===== src/rtl/core/http_qvalue_weight_parser_assert.svh =====
// Assertion macros shared by the modules of the q-value weight parser.
// Each macro names one concurrent assertion, clocked on the rising edge
// and disabled while the synchronous active-low reset is applied.
`ifndef HTTP_QVALUE_WEIGHT_PARSER_ASSERT_SVH
`define HTTP_QVALUE_WEIGHT_PARSER_ASSERT_SVH

// The consequent must hold in the same cycle as the antecedent.
`define HQWP_ASSERT_NOW(label, clk, rst_n, ante, cons, msg) \
    label: assert property (@(posedge clk) disable iff (!rst_n) (ante) |-> (cons)) \
        else $error(msg);

// The consequent must hold in the cycle after the antecedent.
`define HQWP_ASSERT_NEXT(label, clk, rst_n, ante, cons, msg) \
    label: assert property (@(posedge clk) disable iff (!rst_n) (ante) |=> (cons)) \
        else $error(msg);

`endif


===== src/rtl/core/hqwp_pkg.sv =====
`timescale 1ns / 1ps
// ----------------------------------------------------------------------------
// hqwp_pkg
// Shared constants and the result record of the q-value weight parser.
// ----------------------------------------------------------------------------
package hqwp_pkg;

    localparam int unsigned LEN_W    = 16;
    localparam int unsigned WEIGHT_W = 10;
    localparam int unsigned ACC_W    = 14;

    // Length counters saturate at this value.
    localparam logic [LEN_W-1:0] MAX_LEN = 16'hFFFF;

    localparam logic [WEIGHT_W-1:0] WEIGHT_FULL = 10'd1000;

    localparam logic [7:0] CH_SPACE = 8'h20;
    localparam logic [7:0] CH_SEMI  = 8'h3B;
    localparam logic [7:0] CH_EQ    = 8'h3D;
    localparam logic [7:0] CH_DOT   = 8'h2E;
    localparam logic [7:0] CH_Q_LO  = 8'h71;
    localparam logic [7:0] CH_Q_UP  = 8'h51;
    localparam logic [7:0] CH_ZERO  = 8'h30;
    localparam logic [7:0] CH_NINE  = 8'h39;

    typedef struct packed {
        logic [LEN_W-1:0]    lead_spaces;
        logic [LEN_W-1:0]    token_length;
        logic [WEIGHT_W-1:0] weight_milli;
        logic                has_params;
        logic                overflow;
    } t_result;

endpackage


===== src/rtl/core/hqwp_core.sv =====
`timescale 1ns / 1ps
// ----------------------------------------------------------------------------
// hqwp_core
// Per-element scan state and its one-byte update; presents the result that
// the element would give if the current byte were its last.
// ----------------------------------------------------------------------------
module hqwp_core (
    input  logic             i_clk,
    input  logic             i_rst_n,
    input  logic             i_step,
    input  logic [7:0]       i_char,
    input  logic             i_last,
    output hqwp_pkg::t_result o_res
);
    import hqwp_pkg::*;

    typedef enum logic [2:0] {
        PH_LEAD   = 3'd0,
        PH_TOKEN  = 3'd1,
        PH_SEARCH = 3'd2,
        PH_VALUE  = 3'd3,
        PH_DONE   = 3'd4
    } t_phase;

    t_phase           r_phase,     n_phase;
    logic [LEN_W-1:0] r_space_cnt, n_space_cnt;
    logic [LEN_W-1:0] r_token_pos, n_token_pos;
    logic [LEN_W-1:0] r_trim_len,  n_trim_len;
    logic             r_saw_q,     n_saw_q;
    logic [2:0]       r_digit_idx, n_digit_idx;
    logic [ACC_W-1:0] r_weight,    n_weight;
    logic             r_ovf,       n_ovf;

    logic             is_digit;
    logic [ACC_W-1:0] digit_val;
    logic [LEN_W:0]   space_inc;
    logic [LEN_W:0]   token_inc;

    // Saturating increment: MSB of the result is the overflow flag.
    function automatic logic [LEN_W:0] sat_inc(input logic [LEN_W-1:0] v);
        if (v >= MAX_LEN) begin
            sat_inc = {1'b1, MAX_LEN};
        end else begin
            sat_inc = {1'b0, v + 16'd1};
        end
    endfunction

    assign is_digit  = (i_char >= CH_ZERO) && (i_char <= CH_NINE);
    assign digit_val = is_digit ? ACC_W'(i_char - CH_ZERO) : '0;
    assign space_inc = sat_inc(r_space_cnt);
    assign token_inc = sat_inc(r_token_pos);

    always_comb begin
        n_phase     = r_phase;
        n_space_cnt = r_space_cnt;
        n_token_pos = r_token_pos;
        n_trim_len  = r_trim_len;
        n_saw_q     = r_saw_q;
        n_digit_idx = r_digit_idx;
        n_weight    = r_weight;
        n_ovf       = r_ovf;
        unique case (r_phase)
            PH_LEAD: begin
                if (i_char == CH_SPACE) begin
                    n_space_cnt = space_inc[LEN_W-1:0];
                    n_ovf       = r_ovf | space_inc[LEN_W];
                end else if (i_char == CH_SEMI) begin
                    n_phase = PH_SEARCH;
                    n_saw_q = 1'b0;
                end else begin
                    n_token_pos = 16'd1;
                    n_trim_len  = 16'd1;
                    n_phase     = PH_TOKEN;
                end
            end
            PH_TOKEN: begin
                if (i_char == CH_SEMI) begin
                    n_phase = PH_SEARCH;
                    n_saw_q = 1'b0;
                end else begin
                    n_token_pos = token_inc[LEN_W-1:0];
                    n_ovf       = r_ovf | token_inc[LEN_W];
                    if (i_char != CH_SPACE) begin
                        n_trim_len = token_inc[LEN_W-1:0];
                    end
                end
            end
            PH_SEARCH: begin
                if (r_saw_q && (i_char == CH_EQ)) begin
                    n_phase     = PH_VALUE;
                    n_digit_idx = 3'd0;
                    n_weight    = '0;
                end else begin
                    n_saw_q = (i_char == CH_Q_LO) || (i_char == CH_Q_UP);
                end
            end
            PH_VALUE: begin
                // Value reads as d[.ddd]; any mismatch ends the scan.
                unique case (r_digit_idx)
                    3'd0: begin
                        if (is_digit) begin
                            n_weight    = ACC_W'(digit_val * 14'd1000);
                            n_digit_idx = 3'd1;
                        end else begin
                            n_phase = PH_DONE;
                        end
                    end
                    3'd1: begin
                        if (i_char == CH_DOT) begin
                            n_digit_idx = 3'd2;
                        end else begin
                            n_phase = PH_DONE;
                        end
                    end
                    3'd2: begin
                        if (is_digit) begin
                            n_weight    = r_weight + ACC_W'(digit_val * 14'd100);
                            n_digit_idx = 3'd3;
                        end else begin
                            n_phase = PH_DONE;
                        end
                    end
                    3'd3: begin
                        if (is_digit) begin
                            n_weight    = r_weight + ACC_W'(digit_val * 14'd10);
                            n_digit_idx = 3'd4;
                        end else begin
                            n_phase = PH_DONE;
                        end
                    end
                    default: begin
                        n_weight = r_weight + digit_val;
                        n_phase  = PH_DONE;
                    end
                endcase
            end
            default: begin
            end
        endcase
    end

    always_comb begin
        o_res.lead_spaces  = n_space_cnt;
        o_res.token_length = n_trim_len;
        o_res.has_params   = (n_phase >= PH_SEARCH);
        o_res.overflow     = n_ovf;
        if ((n_phase == PH_LEAD) || (n_phase == PH_TOKEN) || (n_phase == PH_SEARCH)) begin
            o_res.weight_milli = WEIGHT_FULL;
        end else if (n_weight > ACC_W'(WEIGHT_FULL)) begin
            o_res.weight_milli = WEIGHT_FULL;
        end else begin
            o_res.weight_milli = n_weight[WEIGHT_W-1:0];
        end
    end

    // The last byte of an element returns the scan to its start state.
    always_ff @(posedge i_clk) begin
        if (!i_rst_n || (i_step && i_last)) begin
            r_phase     <= PH_LEAD;
            r_space_cnt <= '0;
            r_token_pos <= '0;
            r_trim_len  <= '0;
            r_saw_q     <= 1'b0;
            r_digit_idx <= '0;
            r_weight    <= '0;
            r_ovf       <= 1'b0;
        end else if (i_step) begin
            r_phase     <= n_phase;
            r_space_cnt <= n_space_cnt;
            r_token_pos <= n_token_pos;
            r_trim_len  <= n_trim_len;
            r_saw_q     <= n_saw_q;
            r_digit_idx <= n_digit_idx;
            r_weight    <= n_weight;
            r_ovf       <= n_ovf;
        end
    end

endmodule


===== src/rtl/core/http_qvalue_weight_parser.sv =====
`timescale 1ns / 1ps
// ----------------------------------------------------------------------------
// http_qvalue_weight_parser
// Parses one HTTP list element byte by byte and reports leading spaces,
// trimmed token length, parameter presence and the q weight in thousandths.
// ----------------------------------------------------------------------------
//  Channel | Handshake             | Payload
//  --------+-----------------------+-------------------------------------------
//  in      | i_in_valid/o_in_stall | i_char_in, i_is_last
//  out     | o_out_valid/i_out_stall | o_lead_spaces, o_token_length,
//          |                       | o_weight_milli, o_has_params, o_overflow
//
// One byte is taken every cycle while the input is not stalled; the scan state updates once per byte.
// An element's result is registered in the output register as its last byte
// leaves the input stage. Reset is synchronous and clears the input and output
// valid flags and the scan state. A stalled result holds the output register;
// other bytes keep flowing, and a last byte waits in the input stage.
module http_qvalue_weight_parser (
    input  logic        i_clk,
    input  logic        i_rst_n,
    input  logic        i_in_valid,
    output logic        o_in_stall,
    input  logic [7:0]  i_char_in,
    input  logic        i_is_last,
    output logic        o_out_valid,
    input  logic        i_out_stall,
    output logic [15:0] o_lead_spaces,
    output logic [15:0] o_token_length,
    output logic [9:0]  o_weight_milli,
    output logic        o_has_params,
    output logic        o_overflow
);
    import hqwp_pkg::*;

    logic       r_s1_valid;
    logic [7:0] r_s1_char;
    logic       r_s1_last;
    logic       r_out_valid;
    t_result    r_out;
    t_result    step_res;
    logic       out_free;
    logic       advance;

    assign out_free   = !r_out_valid || !i_out_stall;
    assign advance    = r_s1_valid && (!r_s1_last || out_free);
    assign o_in_stall = r_s1_valid && !advance;

    always_ff @(posedge i_clk) begin
        if (!i_rst_n) begin
            r_s1_valid <= 1'b0;
        end else if (!o_in_stall) begin
            r_s1_valid <= i_in_valid;
        end
    end

    always_ff @(posedge i_clk) begin
        if (i_in_valid && !o_in_stall) begin
            r_s1_char <= i_char_in;
            r_s1_last <= i_is_last;
        end
    end

    hqwp_core u_core (
        .i_clk   (i_clk),
        .i_rst_n (i_rst_n),
        .i_step  (advance),
        .i_char  (r_s1_char),
        .i_last  (r_s1_last),
        .o_res   (step_res)
    );

    always_ff @(posedge i_clk) begin
        if (!i_rst_n) begin
            r_out_valid <= 1'b0;
        end else if (advance && r_s1_last) begin
            r_out_valid <= 1'b1;
        end else if (!i_out_stall) begin
            r_out_valid <= 1'b0;
        end
    end

    always_ff @(posedge i_clk) begin
        if (advance && r_s1_last) begin
            r_out <= step_res;
        end
    end

    assign o_out_valid    = r_out_valid;
    assign o_lead_spaces  = r_out.lead_spaces;
    assign o_token_length = r_out.token_length;
    assign o_weight_milli = r_out.weight_milli;
    assign o_has_params   = r_out.has_params;
    assign o_overflow     = r_out.overflow;

`include "http_qvalue_weight_parser_assert.svh"

    `HQWP_ASSERT_NOW(a_weight_range, i_clk, i_rst_n, o_out_valid, o_weight_milli <= WEIGHT_FULL, "weight above full scale")
    `HQWP_ASSERT_NOW(a_no_params_full, i_clk, i_rst_n, o_out_valid && !o_has_params, o_weight_milli == WEIGHT_FULL, "weight not full without parameters")
    `HQWP_ASSERT_NEXT(a_last_reaches_out, i_clk, i_rst_n, r_s1_valid && r_s1_last && out_free, o_out_valid, "last byte did not produce a result")

endmodule

===== config.mk =====
export PLATFORM = sky130hd
export DESIGN_NAME = http_qvalue_weight_parser
export DESIGN_NICKNAME = d
export VERILOG_FILES = /design/src/rtl/core/hqwp_pkg.sv /design/src/rtl/core/hqwp_core.sv /design/src/rtl/core/http_qvalue_weight_parser.sv
export VERILOG_INCLUDE_DIRS = /design/src /design/src/rtl/core
export SDC_FILE = /design/constraint.sdc
export NUM_CORES = 1
export LEC_CHECK = 0
export BUFFER_PORTS_ARGS = -buffer_cell sky130_fd_sc_hd__buf_2
export CORE_MARGIN = 3
export CORE_UTILIZATION = 50
export CTS_CLUSTER_SIZE = 16
export DETAILED_ROUTE_END_ITERATION = 16
export HOLD_SLACK_MARGIN = 0.02
export PLACE_DENSITY = 0.67
export SKIP_LAST_GASP = 1
export SLEW_MARGIN = 20
export SYNTH_ARGS = -nofsm -noshare
export SYNTH_HDL_FRONTEND = slang
export SYNTH_SLANG_ARGS = --single-unit

===== constraint.sdc =====
create_clock -name i_clk -period 9.25 [get_ports i_clk]
set_input_delay 0 -clock i_clk [delete_from_list [all_inputs] [get_ports i_clk]]
set_output_delay 0 -clock i_clk [all_outputs]
set_load 0.005 [all_outputs]

==> results by group <==
Power
  • Clock power share: 47.9%
  • Sw Ratio: 27.0%
  • Comb power frac: 9.6%
  • Power, Total: 1.39 mW
  • Cell Int Power: 1.02 mW
  • Register share of total power: 42.5%
  • P_leak: 5.02 nW
  • VDD IR max: 0.000130 V
  • Power density cells: 117 nW/um^2
  • P_sw: 376 uW

GRT
  • Total global-route track usage: 26.5%
  • Grt total ovfl: 0
  • Global routing's busiest layer: met2
  • Number of global-route vias before repair: 9,484
  • Initial antenna violation count: 0
  • Grt met3 use: 3.89%
  • Largest net degree at the start of global routing: 71
  • GR Layer Usage met1: 34.8%
  • First-pass GRT wire length: 50.7 mm
  • GR Util met2: 43.8%

Floorplanning
  • Row cnt: 52
  • Initial Util: 52.0%
  • Ports: 59
  • Core ar.: 20,600 um^2
  • Die Wd: 152 um
  • Overall die height: 152 um
  • DIE AREA: 23,300 um^2

Yosys
  • Yosys warnings: 0
  • EDFF count, synth: 53
  • Synthesis-stage register bit count: 125
  • Mapped Cells: 1,318
  • Ys flop type: dfxtp_1
  • Seq/Total Area, Yosys: 28.3%
  • Post-synth ARST share: 0%
  • Cell area after synthesis: 10,700 um^2
  • Count of cell types in the netlist: 102
  • Syn avg cell area: 8.14 um^2

Detailed routing
  • DR WL/cell: 19.2 um
  • WL final: 31.5 mm
  • Vias per std cell: 6.15
  • DR pass1 iterations: 5
  • DRC: 0
  • DRT iter0 DRCs: 816
  • Vias: 10,100
  • Post-route ant nets: 0

Timing
  • RSZ-0062 raised after global routing: no
  • Worst-margin pin slew: 0.971 ns
  • Max Clk Rate: 136 MHz
  • Fin crit period: 7.35 ns
  • Hold Vio Cnt, Final: 0
  • Post-route setup TNS: 0 ns
  • Rel. slew slack: 33.6%
  • Final slew viol count: 0
  • Clk_skew: 0.0131 ns
  • # setup viols final: 0
  • Tcrit/Tclk final: 79.5%

Final layout
  • Final nets: 1,467
  • Post-layout util: 57.6%
  • Multi-input gate area: 7150 um^2
  • # fillers: 1,939
  • Area delta synth->final: 10.7%
  • Fin cells: 1,637
  • FF+latch area: 3030 um^2
  • Share of cells above drive strength 1: 10.4%
  • Post-route cell area: 11,900 um^2

Worst setup path
  • CP Capture Type: register
  • WS Path Type: register to register
  • CP max FO: 25
  • Setup slack, reg-to-reg: 1.90 ns
  • Startpoint types: register
  • Highest cell delay on the worst timing path: 0.59 ns
  • Critical path's most frequent cell: ha_1
  • Worst path slowest cell: nor2_1
  • Critical R2R Capture: o_weight_milli[3]
  • Crit. Startpoint: r_s1_char[4]
  • Worst Path Arrival: 7.51 ns
  • R2R depth: 26
  • Worst Path Required: 9.41 ns
  • Reg2Reg Launch Point: r_s1_char[4]

Clock network
  • PostCTS Resize Cnt: 0
  • Clock transition at path regs: 0.07 ns
  • H-tree levels: 4
  • CTS tree: yes
  • Num CTS Buffers: 17
  • # clock sinks: 125
  • Worst-Skew Late Latency: 0.42 ns
  • CTS max path bufs: 2
  • Clk root buf: clkbuf_16

Run
  • MaxCap Viol Count: 0

Place
  • Area after DPL: 11,200 um^2
  • DP HPWL: 23.0 mm
  • GPL Wtd Cong: 0.965
  • Port Buffers: 58
  • Inst Count DP: 1,591

Hold path
  • Hold depth: 4
  • Worst hold start: i_rst_n
  • Hold EP: u_core.r_token_pos[8]
  • HP Class: primary input to register

Outcome
  • Outcome: finished, final reports clean
==> worst max path at each step <==
stage	end	slack [ns]	depth (start not counted)
after detailed placement	o_weight_milli[3]	2.07	26
after CTS	o_weight_milli[3]	2.03	26
after floorplan	o_weight_milli[3]	3.08	30
after global placement	o_weight_milli[3]	2.25	26
final	o_weight_milli[3]	1.90	26
after global routing	o_weight_milli[3]	1.35	26
==> area by class of cell <==
cell class | instances | area share, %
multi-input cells | 1054 | 60.2
flip-flops and latches | 125 | 25.5
repair buffers | 78 | 3.98
clock buffers | 18 | 3.70
well taps | 270 | 2.84
inverters | 77 | 2.48
clock inverters | 14 | 1.21
diodes | 1 | 0.0211
==> worst max-delay path: cells and delay by family (launching register included) <==
family | cells | cell delay (ns)
flops | 1 | 0.54
compound gates | 7 | 1.41
buf+inv | 2 | 0.14
fa+ha+maj | 6 | 2.02
simple gates | 10 | 2.82
xor+xnor | 1 | 0.14
==> cells in the mapped netlist (20+ instances only) <==
cell type	n	area, um^2
nand2_1	146	548
nor2_1	130	488
a21oi_1	109	546
ha_1	79	988
inv_1	74	278
dfxtp_1	72	1440
o21ai_0	68	340
edfxtp_1	53	1590
xnor2_1	50	438
clkbuf_1	46	173
nand3_1	38	190
nor3_1	32	160
a21o_1	28	210
fa_1	22	440
nand2b_1	21	131
a31oi_1	20	125
==> layer usage <==
metal	vias up	share of wire, %
met4	0	4.2
met2	407	47
met3	75	6.5
li1	4865	-
met1	4727	42
met5	-	0
==> timing repair <==
| item | 4_1_cts | 5_1_grt |
|---|---|---|
| hold buffers | 13 | 0 |
| setup endpoints to repair | 0 | 0 |
| setup buffers | 0 | 0 |
| hold endpoints to repair | 11 | 0 |
==> flip-flops by register name, summed over array words and instances, names as in the netlist <==
signal              count
o_has_params            1
u_core.r_saw_q          1
r_s1_valid              1
o_weight_milli         10
o_out_valid             1
o_lead_spaces          16
r_s1_last               1
u_core.r_token_pos     16
u_core.r_weight        14
u_core.r_digit_idx      3
o_token_length         16
r_s1_char               8
u_core.r_space_cnt     16
u_core.r_phase          3
o_overflow              1
u_core.r_trim_len      16
u_core.r_ovf            1
==> per-stage QoR <==
| step | hold WS [ns] | worst slack [ns] |
|---|---|---|
| 6_report | 0.281 | 1.90 |
| 4_1_cts | 0.284 | 2.03 |
| 3_3_place_gp | 0.178 | 2.25 |
| 2_1_floorplan | 0.0989 | 3.08 |
| 3_5_place_dp | 0.179 | 2.07 |
| 5_1_grt | 0.301 | 1.35 |
==> placed cells by master, fill, tap and decap left out, types with 8 or more instances in the layout <==
cell type      instances
a211o_1                8
edfxtp_1              53
or3_1                 11
and2_1                12
xnor2_1               50
a22oi_1               15
nand2b_1              21
dlygate4sd3_1         13
a21o_1                28
o31ai_1               10
ha_1                  79
mux2i_1               16
a31oi_1               20
xor2_1                14
nand4_1               14
nor2_1               130
nand2_1              145
and3_1                15
o21a_1                 8
nor3b_1                8
o211ai_1              13
nor3_1                31
o21ai_0               68
a21oi_1              109
fa_1                  22
inv_1                 73
clkbuf_16             17
buf_2                 58
dfxtp_1               72
a211oi_1              12
nor2b_1               10
nand3_1               38
==> power groups by stage <==
stage / Sequential (mW) / Combinational, mW / Clock, mW
2_1_floorplan: 0.597 / 0.0980 / 0
3_3_place_gp: 0.603 / 0.126 / 0
3_5_place_dp: 0.603 / 0.128 / 0
4_1_cts: 0.591 / 0.133 / 0.674
5_1_grt: 0.592 / 0.148 / 0.701
6_report: 0.591 / 0.133 / 0.667
==> cell families after synthesis <==
kind of cell	count (synthesis)	synth area share (%)
muxes	22	2.12
adders and majority gates	104	13.6
and+or+nand+nor	481	21.8
AOI/OAI and AO/OA	378	23.4
buffers and inverters	142	5.31
other	1	0.0349
DFF	125	28.3
xor gates and xnor gates	65	5.48
No activity file was read; power rests on OpenSTA's default activity.
